==> src/rtl/csalu_pkg.sv <==
// ----------------------------------------------------------------------------
// csalu_pkg - shared types and constants for the checked signed ALU
// Operation codes, status codes, the control bundle carried down the pipe.
// ----------------------------------------------------------------------------
package csalu_pkg;

    // Width of the payload fields on the channels
    localparam int FIELD_WIDTH        = 64;
    // Default datapath width
    localparam int DEFAULT_DATA_WIDTH = 64;

    typedef enum logic [2:0] {
        K_ADD = 3'd0,
        K_SUB = 3'd1,
        K_MUL = 3'd2,
        K_DIV = 3'd3,
        K_MOD = 3'd4
    } t_kind;

    typedef enum logic [1:0] {
        ST_OK   = 2'd0,
        ST_OVF  = 2'd1,
        ST_DIVZ = 2'd2,
        ST_INV  = 2'd3
    } t_status;

    // Per-item control that rides alongside the data through the divider
    typedef struct packed {
        t_kind   kind;
        logic    neg_a;
        logic    neg_b;
        logic    b_zero;
        logic    min_by_m1;
        t_status st;
    } t_ctrl;

endpackage

==> src/rtl/csalu_div_step.sv <==
// ----------------------------------------------------------------------------
// csalu_div_step - one registered restoring-division stage
// Retires one quotient bit per stage; other payload passes through.
// ----------------------------------------------------------------------------
module csalu_div_step #(
    parameter int W = csalu_pkg::DEFAULT_DATA_WIDTH
) (
    input  logic                i_clk,
    input  logic                i_rst_n,
    input  logic                i_en,
    input  logic                i_valid,
    input  csalu_pkg::t_ctrl    i_ctrl,
    input  logic [W-1:0]        i_b,
    input  logic [W-1:0]        i_mb,
    input  logic [W-1:0]        i_rem,
    input  logic [W-1:0]        i_dq,
    input  logic [W-1:0]        i_early,
    output logic                o_valid,
    output csalu_pkg::t_ctrl    o_ctrl,
    output logic [W-1:0]        o_b,
    output logic [W-1:0]        o_mb,
    output logic [W-1:0]        o_rem,
    output logic [W-1:0]        o_dq,
    output logic [W-1:0]        o_early
);
    logic [W:0]   w_trial;
    logic [W:0]   w_diff;
    logic         w_ge;
    logic [W-1:0] n_rem;
    logic [W-1:0] n_dq;

    logic             r_valid;
    csalu_pkg::t_ctrl r_ctrl;
    logic [W-1:0]     r_b, r_mb, r_rem, r_dq, r_early;

    // shift in next dividend bit, subtract divisor if it fits
    assign w_trial = {i_rem, i_dq[W-1]};
    assign w_diff  = w_trial - {1'b0, i_mb};
    assign w_ge    = (w_trial >= {1'b0, i_mb});
    assign n_rem   = w_ge ? w_diff[W-1:0] : w_trial[W-1:0];
    assign n_dq    = {i_dq[W-2:0], w_ge};

    always_ff @(posedge i_clk) begin
        if (!i_rst_n) begin
            r_valid <= 1'b0;
        end else if (i_en) begin
            r_valid <= i_valid;
        end
    end

    always_ff @(posedge i_clk) begin
        if (i_en) begin
            r_ctrl  <= i_ctrl;
            r_b     <= i_b;
            r_mb    <= i_mb;
            r_rem   <= n_rem;
            r_dq    <= n_dq;
            r_early <= i_early;
        end
    end

    assign o_valid = r_valid;
    assign o_ctrl  = r_ctrl;
    assign o_b     = r_b;
    assign o_mb    = r_mb;
    assign o_rem   = r_rem;
    assign o_dq    = r_dq;
    assign o_early = r_early;

endmodule

==> config.mk <==
export PLATFORM = sky130hd
export DESIGN_NAME = csalu_div_step
export DESIGN_NICKNAME = d
export VERILOG_FILES = /design/src/rtl/csalu_pkg.sv /design/src/rtl/csalu_div_step.sv
export SDC_FILE = /design/constraint.sdc
export NUM_CORES = 1
export LEC_CHECK = 0
export BUFFER_PORTS_ARGS = -buffer_cell sky130_fd_sc_hd__buf_2
export CORE_AREA = 2 2 254 256
export CTS_CLUSTER_DIAMETER = 100
export DETAILED_ROUTE_END_ITERATION = 12
export DIE_AREA = 0 0 256 258
export PLACE_DENSITY = 0.47
export SETUP_SLACK_MARGIN = 0.02
export SLEW_MARGIN = 20
export SYNTH_ARGS = -nofsm -noshare
export SYNTH_HDL_FRONTEND = slang
export SYNTH_SLANG_ARGS = --single-unit
export TNS_END_PERCENT = 30
==> constraint.sdc <==
create_clock -name i_clk -period 10.1 [get_ports i_clk]
set_input_delay 2.02 -clock i_clk [delete_from_list [all_inputs] [get_ports i_clk]]
set_output_delay 2.02 -clock i_clk [all_outputs]
set_load 0.01 [all_outputs]
==> results.py, run 1 <==
metrics = {
    "run_status": {
        "status": "finished clean",
    },
    "critical_path": {
        "r2r-start": "o_valid",
        "rrSetupSlack_ns": 9.48,
        "worst_setup_path_start_kind": "input port",
        "endpoint": "o_rem[23]",
        "cp_max_fo": 69,
        "path_class": "input port to flip-flop",
        "crit_start": "i_mb[45]",
        "worstPathRequired_ns": 10.43,
        "reg2reg_depth": 2,
        "end_kind": "flip-flop",
        "worstReg2RegEnd": "o_valid",
        "arrival_ns": 5.98,
    },
    "yosys": {
        "synth_fa_ha_area_frac": 0.0556,
        "synth_top_area_share": 0.669,
        "ys.flop_type": "edfxtp_1",
        "syn_nets": 1482,
        "synth_top_family_by_area": "compound AO/OA/AOI/OAI gates",
        "yosys-mux-area-fraction": 0.0128,
        "ys_types": 67,
        "synthCells": 1084,
        "synth_edf_count": 329,
        "synth_xor_area_frac": 0.0338,
        "yosysWarnings": 0,
        "asyncSetResetFlopFracSynth": 0,
        "synth_area_leaders": "edfxtp_1, ha_1, a21oi_1, xnor2_1, inv_1",
        "syn-cell-area_mm2": 0.0148,
        "ys_seq_area_frac": 0.670,
        "syn_avg_cell_area_um2": 13.6,
        "synth_simple_gate_area_frac": 0.0719,
        "synth-compound-area-share": 0.123,
        "synth_top_cell_by_area": "edfxtp_1",
        "ys_ff_latch": 330,
    },
    "layout": {
        "drive_gt1_frac": 0.433,
        "layout_common_cells": "buf_2, edfxtp_1, a21oi_1",
        "instances_no_fill": 2660,
        "layout.nets": 2161,
        "n_fill_cell": 6561,
        "area_delta_synth_final_pct": 38.7,
        "final_common_cell": "buf_2",
    },
    "sta": {
        "rsz0062_at_grt": "no",
        "max_slew.worst_pin.slew_ns": 1.03,
        "max_freq_mhz": 177,
        "fin_skew_ns": 0,
        "min_period_ns": 5.65,
        "setup_violations": 0,
        "setup_ws_ns": 4.45,
        "period_share": 0.559,
        "slew-limit-headroom": 0.315,
        "hold_violations": 0,
        "slew_viol_final": 0,
        "setup-tns-final_ns": 0,
    },
    "global_route": {
        "grt_pass1_wl_mm": 86.8,
        "grt_pass1_vias": 12000,
        "grtUsageTotal": 0.184,
        "antenna_found_initial": 38,
        "grt_max_degree": 96,
        "gr-total-overflow": 0,
    },
    "hold_path": {
        "min_path_type": "flip-flop to flip-flop",
    },
    "cts": {
        "insertion_delay_ns": 0.58,
        "cts_max_path_buffers": 3,
        "clk_pin_slew_ns": 0.06,
        "cts_setup_buffers": 0,
        "cts_buffers": 43,
        "cts_root_buf": "clkbuf_16",
        "htree_levels": 2,
        "ctsHoldBuffers": 0,
        "cts_tree": "yes",
        "clock-sinks": 330,
        "cts_resized": 0,
    },
    "pwr": {
        "swShare": 0.281,
        "irDropWorstVdd_uv": 115,
        "p_per_area_mw_per_mm2": 193,
        "p_leak_nw": 8.86,
        "power_switching_mw": 1.11,
        "clkPwrFrac": 0.395,
        "intPower_mw": 2.85,
        "p_seq_frac": 0.428,
        "p_comb_frac": 0.177,
    },
    "detailed_routing": {
        "drt_iter0_drc": 750,
        "drc": 0,
        "wl_mm": 63.1,
        "route.met2.wl_mm": 33.0,
        "wl_met3_mm": 5.76,
        "top_layer": "met5",
        "vias": 11700,
        "met1_length_mm": 21.3,
        "detail-route-antenna-nets": 0,
        "vias_per_cell": 4.39,
        "dr.pass1.iters": 5,
        "wl_per_cell_um": 23.7,
    },
    "floorplanning": {
        "die_area_mm2": 0.0660,
        "io_pins": 663,
        "core_mm2": 0.0636,
        "die_h_um": 258,
        "start_util": 0.232,
        "rows": 93,
        "chipWidth_um": 256,
    },
    "job": {
        "maxCapViolations": 0,
    },
    "placed_design": {
        "place_ws_ns": 3.63,
        "place_congestion": 0.876,
        "dp_cells": 2573,
        "io_buffers": 662,
        "post-dp-hpwl_mm": 51.4,
    },
}
==> metrics by stage <==
stage	hold slack, ns	utilization	cell area [um^2]	total power, mW
after floorplan	0.538	-	14800	2.07
after CTS	0.546	0.322	20500	4.04
final	0.545	0.322	20500	3.96
after global placement	0.515	0.299	19000	2.44
after detailed placement	0.532	0.299	19000	2.44
after global routing	0.575	0.322	20500	4.14
==> power by group through the flow <==
stage	clock [mW]	sequential (mW)	combinational, mW
5_1_grt	1.67	1.71	0.763
2_1_floorplan	0	1.80	0.276
3_3_place_gp	0	1.73	0.713
6_report	1.56	1.70	0.701
3_5_place_dp	0	1.72	0.713
4_1_cts	1.62	1.70	0.718
==> Yosys cell counts, types with 5 or more instances <==
cell and n:
and2_1 5, mux2_1 14, nor2_1 76, nor3_1 8
nand2_1 60, and3_1 5, xnor2_1 37, inv_1 79
ha_1 64, o21ai_0 41, edfxtp_1 329, nand3_1 11
buf_2 12, clkbuf_1 14, nor2_2 10, a21o_1 37
a21oi_2 12, a21oi_1 111, a211oi_1 6, o21bai_1 11
o21a_1 12, nand4_1 15, nor2b_1 6, or3_1 7
xor2_1 20
==> critical path: stages <==
cell and delay [ns]:
buf_2 0.10, inv_1 0.04, ha_1 0.42, nand4_1 0.21
nor3_1 0.29, nand4_1 0.24, or4_1 0.52, nor4_1 0.37
a2111o_1 0.18, a21o_4 0.61, buf_4 0.57, mux2_1 0.37
==> how the worst min path moves through the flow <==
stage / slack, ns / start / end / cells after the start
floorplan: 0.54 / o_valid / o_valid / 2
global placement: 0.51 / o_valid / o_valid / 2
detailed placement: 0.53 / o_valid / o_valid / 2
CTS: 0.55 / o_valid / o_valid / 2
global route: 0.57 / o_valid / o_valid / 2
finish: 0.54 / o_valid / o_valid / 2
==> cell families (layout without fill, tap and decap cells) <==
group,Yosys count,after routing
flops,330,330
fa+ha+maj,65,65
xor+xnor,57,57
buf+inv,113,827
simple gates,224,224
mux,17,17
compound gates,278,278
other cells,0,7
==> layout make-up <==
cell class / count / area, um^2 / area share
clock buffers: 49 / 1130 / 0.0551
diodes: 7 / 17.5 / 0.000855
flip-flops and latches: 330 / 9900 / 0.483
inverters: 79 / 297 / 0.0145
well taps: 855 / 1070 / 0.0522
clock inverters: 31 / 318 / 0.0155
multi-input cells: 641 / 4390 / 0.214
repair buffers: 668 / 3370 / 0.164
==> sequential cells by signal, indices dropped and copies added, names as in the netlist <==
name	flops
o_mb	64
o_ctrl	9
o_early	64
o_rem	64
o_b	64
o_dq	64
o_valid	1
==> per-layer routing <==
layer,track usage,vias up
met1,0.184,5602
met4,0.0770,36
li1,-,5427
met2,0.340,489
met5,0,-
met3,0.0728,130
No activity file was read; power rests on OpenSTA's default activity.
==> inputs of run 2 (changes only) <==
clock period = 5.5 ns   (was 10.1 ns; I/O delays follow)
==> run 2 against run 1 <==
Clock skew is the same; combinational power grew 84%; register-to-register slack lost 4.6 ns; critical path depth is the same; sequential cell count is the same; wire length grew 0.44%; worst setup slack lost 3.4 ns; clock power grew 87%; final cell count is essentially flat; non-clock buffer count grew 4; final area grew 0.20%; sequential share of layout area shrank 0.094 points; largest power group unchanged; highest routed layer unchanged.
==> results.py, run 2 (synthesis results as in run 1) <==
metrics = {
    "run_status": {
        "status": "finished clean",
    },
    "critical_path": {
        "rrSetupSlack_ns": 4.90,
        "worst_setup_path_start_kind": "input port",
        "path_class": "input port to flip-flop",
        "crit_path_cell_trace": "buf_2 > inv_1 > ha_1 > nand4_1 > nor3_1 > nand4_1 > or4_1 > nor4_1 > a2111o_1 > a21o_4 > buf_4 > a21oi_1",
        "worstPathRequired_ns": 5.81,
        "end_kind": "flip-flop",
        "crit_slowest_cell": "a21o_4",
        "critPathBufInv": 3,
        "cp_max_fo": 60,
        "crit_family": "simple AND/OR/NAND/NOR gates",
        "crit_top_cell": "nand4_1",
        "max_stage_delay_ns": 0.58,
        "arrival_ns": 4.72,
    },
    "detailed_routing": {
        "wl_mm": 63.3,
        "detail-route-antenna-nets": 0,
        "wl_per_cell_um": 23.8,
        "drc": 0,
        "vias_per_cell": 4.38,
        "vias": 11700,
        "dr.pass1.iters": 5,
        "drt_iter0_drc": 800,
    },
    "sta": {
        "fin_skew_ns": 0,
        "period_share": 0.802,
        "slew_viol_final": 0,
        "max_slew.worst_pin.slew_ns": 0.768,
        "hold_violations": 0,
        "setup-tns-final_ns": 0,
        "setup_violations": 0,
        "slew-limit-headroom": 0.483,
        "rsz0062_at_grt": "no",
        "min_period_ns": 4.41,
        "max_freq_mhz": 227,
    },
    "cts": {
        "cts_tree": "yes",
        "cts_buffers": 41,
        "clock-sinks": 330,
        "cts_setup_buffers": 0,
        "cts_root_buf": "clkbuf_16",
        "clk_pin_slew_ns": 0.06,
        "htree_levels": 2,
        "insertion_delay_ns": 0.57,
        "cts_max_path_buffers": 3,
        "ctsHoldBuffers": 0,
        "cts_resized": 0,
    },
    "pwr": {
        "intPower_mw": 5.29,
        "power_mw": 7.32,
        "irDropWorstVdd_uv": 222,
        "swShare": 0.277,
        "p_leak_nw": 8.87,
        "p_comb_frac": 0.176,
        "p_seq_frac": 0.426,
        "p_per_area_mw_per_mm2": 357,
        "clkPwrFrac": 0.398,
        "power_switching_mw": 2.03,
    },
    "placed_design": {
        "place_congestion": 0.878,
        "post-dp-hpwl_mm": 51.6,
        "place_area_mm2": 0.0191,
        "io_buffers": 662,
    },
    "layout": {
        "layout.nets": 2163,
        "layout_common_cells": "buf_2, edfxtp_1, a21oi_1",
        "drive_gt1_frac": 0.433,
        "stdcell_area_mm2": 0.0205,
        "area_delta_synth_final_pct": 39.0,
        "final_common_cell": "buf_2",
    },
    "floorplanning": {
        "rows": 93,
        "die_h_um": 258,
        "core_mm2": 0.0636,
        "start_util": 0.232,
        "die_area_mm2": 0.0660,
        "chipWidth_um": 256,
        "io_pins": 663,
    },
    "global_route": {
        "grt_use_met1": 0.195,
        "grt_pass1_wl_mm": 87.4,
        "busiest_layer": "met2",
        "gr-usage-met3": 0.0595,
        "grtUsageTotal": 0.185,
        "grt_max_degree": 95,
        "grt_util_met2": 0.351,
        "antenna_found_initial": 33,
        "gr-total-overflow": 0,
        "grt_pass1_vias": 11800,
    },
    "job": {
        "maxCapViolations": 0,
    },
    "hold_path": {
        "min_path_type": "flip-flop to flip-flop",
    },
}
[run 2: per-layer routing]
layer / part of all wire / vias up / routed length (um)
met5: 0.0023 / - / 144
met4: 0.029 / 22 / 1810
met3: 0.077 / 104 / 4890
met2: 0.53 / 491 / 33900
met1: 0.36 / 5626 / 22600
li1: - / 5417 / -
[run 2: final timing paths]
| check | start | to | depth (start not counted) |
|---|---|---|---|
| min | o_valid | o_valid | 2 |
| max reg2reg | o_valid | o_valid | 2 |
| min reg2reg | o_valid | o_valid | 2 |
| max | i_mb[45] | o_rem[36] | 12 |
[run 2: worst register-to-register path, delay by kind of cell, from the launching register on]
kind,cells,cell delay [ns]
DFF,1,0.31
and+or+nand+nor,1,0.06
muxes,1,0.12
[run 2: layout make-up]
type	instances	area [um^2]
clock buffers	47	1070
inverters	79	297
clock inverters	27	354
fillers	6505	43100
multi-input cells	641	4390
well taps	855	1070
flip-flops and latches	330	9900
repair buffers	672	3420
diodes	10	25.0
[run 2: through the flow]
step / hold WS [ns] / setup slack (ns) / instances / util
final: 0.536 / 1.09 / 2661 / 0.323
after global routing: 0.586 / 0.730 / 2652 / 0.322
after CTS: 0.545 / 0.914 / 2651 / 0.322
after detailed placement: 0.522 / 0.291 / 2577 / 0.300
after global placement: 0.516 / 0.278 / 2577 / 0.300
after floorplan: 0.538 / 1.68 / 1084 / -
[run 2: power by group through the flow]
stage                     registers, mW  clock network [mW]  logic, mW
after floorplan                    3.30                   0      0.507
after global placement             3.17                   0       1.32
after detailed placement           3.17                   0       1.32
after CTS                          3.12                3.01       1.33
after global routing               3.14                3.10       1.41
final                              3.12                2.91       1.29
==> inputs of run 3 (changes only) <==
ABC_AREA = 1   (was unset)
CORE_AREA = 2 2 259 261   (was 2 2 254 256)
DIE_AREA = 0 0 261 263   (was 0 0 256 258)
PLACE_DENSITY = 0.5   (was 0.47)
clock period = 4.6 ns   (was 5.5 ns; I/O delays follow)
==> run 3 against run 2 <==
Sequential share of layout area decreased by 5.3 points; clock power is 13% higher; die area rose by 3.9%; final cell count rose by 32%; worst hold slack worse by 0.021 ns; sequential cell count unchanged; power increased by 21%; final area is 12% higher; wire length increased by 35%; first-iteration DRC count up 49%.
==> results.py, run 3 <==
metrics = {
    "critical_path": {
        "path_class": "input port to flip-flop",
        "r2r-start": "o_valid",
        "worst_setup_path_start_kind": "input port",
        "max_stage_delay_ns": 0.70,
        "rrSetupSlack_ns": 3.94,
        "reg2reg_depth": 2,
        "end_kind": "flip-flop",
        "cp_max_fo": 18,
        "crit_path_cell_trace": "buf_2 > inv_1 > ha_1 > inv_1 > nor3_1 > nand3_1 > nor2_1 > nand2_1 > nand3_2 > nor2_4 > nand2_4 > buf_4 > buf_4 > nand2_2 > nand2_1",
        "worstPathRequired_ns": 5.04,
        "critPathBufInv": 5,
        "crit_family": "simple AND/OR/NAND/NOR gates",
        "arrival_ns": 3.77,
        "worstReg2RegEnd": "o_valid",
        "crit_slowest_cell": "nor3_1",
    },
    "floorplanning": {
        "die_area_mm2": 0.0686,
        "io_pins": 663,
        "chipWidth_um": 261,
        "start_util": 0.263,
        "die_h_um": 263,
        "core_mm2": 0.0656,
        "rows": 94,
    },
    "yosys": {
        "synth.most_common_cell": "nand2_1",
        "syn_avg_cell_area_um2": 9.02,
        "synthCells": 1912,
        "synth_edf_count": 329,
        "yosysWarnings": 0,
        "syn_nets": 2310,
        "ys_seq_area_frac": 0.574,
        "ys_types": 34,
        "synth_top_area_share": 0.573,
        "synth_common_cells": "nand2_1, inv_1, edfxtp_1",
        "synth_top_cell_by_area": "edfxtp_1",
        "syn-cell-area_mm2": 0.0173,
        "asyncSetResetFlopFracSynth": 0,
        "synth_area_leaders": "edfxtp_1, nand2_1, inv_1, ha_1, nand3_1",
        "ys.flop_type": "edfxtp_1",
        "ys_ff_latch": 330,
    },
    "cts": {
        "cts_tree": "yes",
        "insertion_delay_ns": 0.56,
        "clock-sinks": 330,
        "clk_pin_slew_ns": 0.06,
        "cts_buffers": 41,
        "ctsHoldBuffers": 0,
        "cts_root_buf": "clkbuf_16",
        "cts_resized": 0,
        "cts_setup_buffers": 0,
        "htree_levels": 2,
        "cts_max_path_buffers": 3,
    },
    "pwr": {
        "irDropWorstVdd_uv": 226,
        "clkPwrFrac": 0.371,
        "p_seq_frac": 0.423,
        "intPower_mw": 6.19,
        "power_switching_mw": 2.68,
        "power_mw": 8.87,
        "swShare": 0.302,
        "p_per_area_mw_per_mm2": 384,
        "p_leak_nw": 11.6,
        "p_comb_frac": 0.206,
    },
    "detailed_routing": {
        "wl_per_cell_um": 24.2,
        "dr.pass1.iters": 5,
        "drc": 0,
        "vias_per_cell": 4.42,
        "drt_iter0_drc": 1194,
        "vias": 15600,
        "wl_mm": 85.4,
        "detail-route-antenna-nets": 0,
    },
    "sta": {
        "slew-limit-headroom": 0.283,
        "rsz0062_at_grt": "no",
        "max_slew.worst_pin.slew_ns": 1.08,
        "max_freq_mhz": 300,
        "min_period_ns": 3.33,
        "setup_violations": 0,
        "slew_viol_final": 0,
        "fin_skew_ns": 0,
        "setup-tns-final_ns": 0,
        "setup_ws_ns": 1.27,
        "period_share": 0.724,
        "hold_violations": 0,
    },
    "global_route": {
        "antenna_found_initial": 31,
        "gr-total-overflow": 0,
        "grt_util_met2": 0.444,
        "grt_use_met1": 0.279,
        "grt_pass1_wl_mm": 117,
        "busiest_layer": "met2",
        "grt_pass1_vias": 15700,
        "grtUsageTotal": 0.241,
        "grt_max_degree": 127,
        "gr-usage-met3": 0.0558,
    },
    "layout": {
        "area_delta_synth_final_pct": 33.6,
        "drive_gt1_frac": 0.315,
        "utilization": 0.351,
        "final_common_cell": "buf_2",
        "instances_no_fill": 3521,
        "layout.nets": 3010,
        "layout_common_cells": "buf_2, nand2_1, inv_1",
    },
    "placed_design": {
        "place_ws_ns": 0.706,
        "io_buffers": 662,
        "post-dp-hpwl_mm": 72.4,
        "place_congestion": 0.931,
        "dp_cells": 3433,
    },
    "hold_path": {
        "hp-start": "i_dq[22]",
        "min_path_type": "input port to flip-flop",
        "min_path_cells": 1,
        "worstHoldEndpoint": "o_dq[23]",
    },
    "job": {
        "maxCapViolations": 0,
    },
    "run_status": {
        "status": "finished clean",
    },
}
==> run 3: cell count changes in the layout (fill, tap and decap cells not counted), sizes merged, moves of 36 or more <==
cell / previous run / this run
nand2: 60 / 702
inv: 83 / 401
nand3: 11 / 144
a21oi: 123 / 46
o21ai: 46 / 8
a21o: 37 / 1
nor2: 86 / 122
xnor2: 37 / 1
==> run 3: worst max path at each step <==
stage                     slack, ns  cells past startpoint      from         to
final                          1.27                     15  i_mb[62]  o_rem[17]
after global routing           1.20                     15  i_mb[62]  o_rem[17]
after CTS                      1.31                     15  i_mb[62]  o_rem[17]
after detailed placement       0.71                     15  i_mb[62]  o_rem[19]
after global placement         0.69                     15  i_mb[62]   o_rem[5]
after floorplan                1.85                     14  i_mb[56]   o_rem[3]
==> run 3: cell families after synthesis <==
logic type               after synthesis  synth area share
adder cells (fa/ha/maj)               65            0.0476
AO/OA/AOI/OAI                         55            0.0168
buffers and inverters                419            0.0952
AND/OR/NAND/NOR                     1012             0.251
flip-flops                           330             0.574
XOR/XNOR                              31            0.0157
==> run 3: per-stage QoR <==
stage	hold WS [ns]	instance area [um^2]
floorplan	0.555	17300
detailed placement	0.529	21700
global placement	0.531	21700
CTS	0.474	23000
global route	0.484	23000
finish	0.515	23100
==> run 3: layout make-up <==
| class | instances | area, um^2 |
|---|---|---|
| Fill cell | 6876 | 42600 |
| Sequential cell | 330 | 9900 |
| Multi-Input combinational cell | 1163 | 5710 |
| Timing Repair Buffer | 676 | 3480 |
| Inverter | 400 | 1500 |
| Clock buffer | 52 | 1110 |
| Tap cell | 864 | 1080 |
| Clock inverter | 23 | 246 |
| Antenna cell | 13 | 32.5 |
==> run 3: metal layers <==
metal	share of wire	vias up
li1	-	7469
met1	0.39	7430
met2	0.51	538
met3	0.068	113
met4	0.025	26
met5	0.0020	-
==> run 3: worst reg2reg max path, delay by kind of cell (launching register included) <==
family / cells / cell delay [ns]
DFF: 1 / 0.30
AOI/OAI and AO/OA: 2 / 0.20
==> run 3: power groups by stage <==
stage	clock network [mW]	logic, mW	registers, mW
detailed placement	0	1.85	3.81
CTS	3.38	1.86	3.76
global route	3.48	2.00	3.78
floorplan	0	0.734	3.94
global placement	0	1.85	3.82
finish	3.29	1.83	3.75
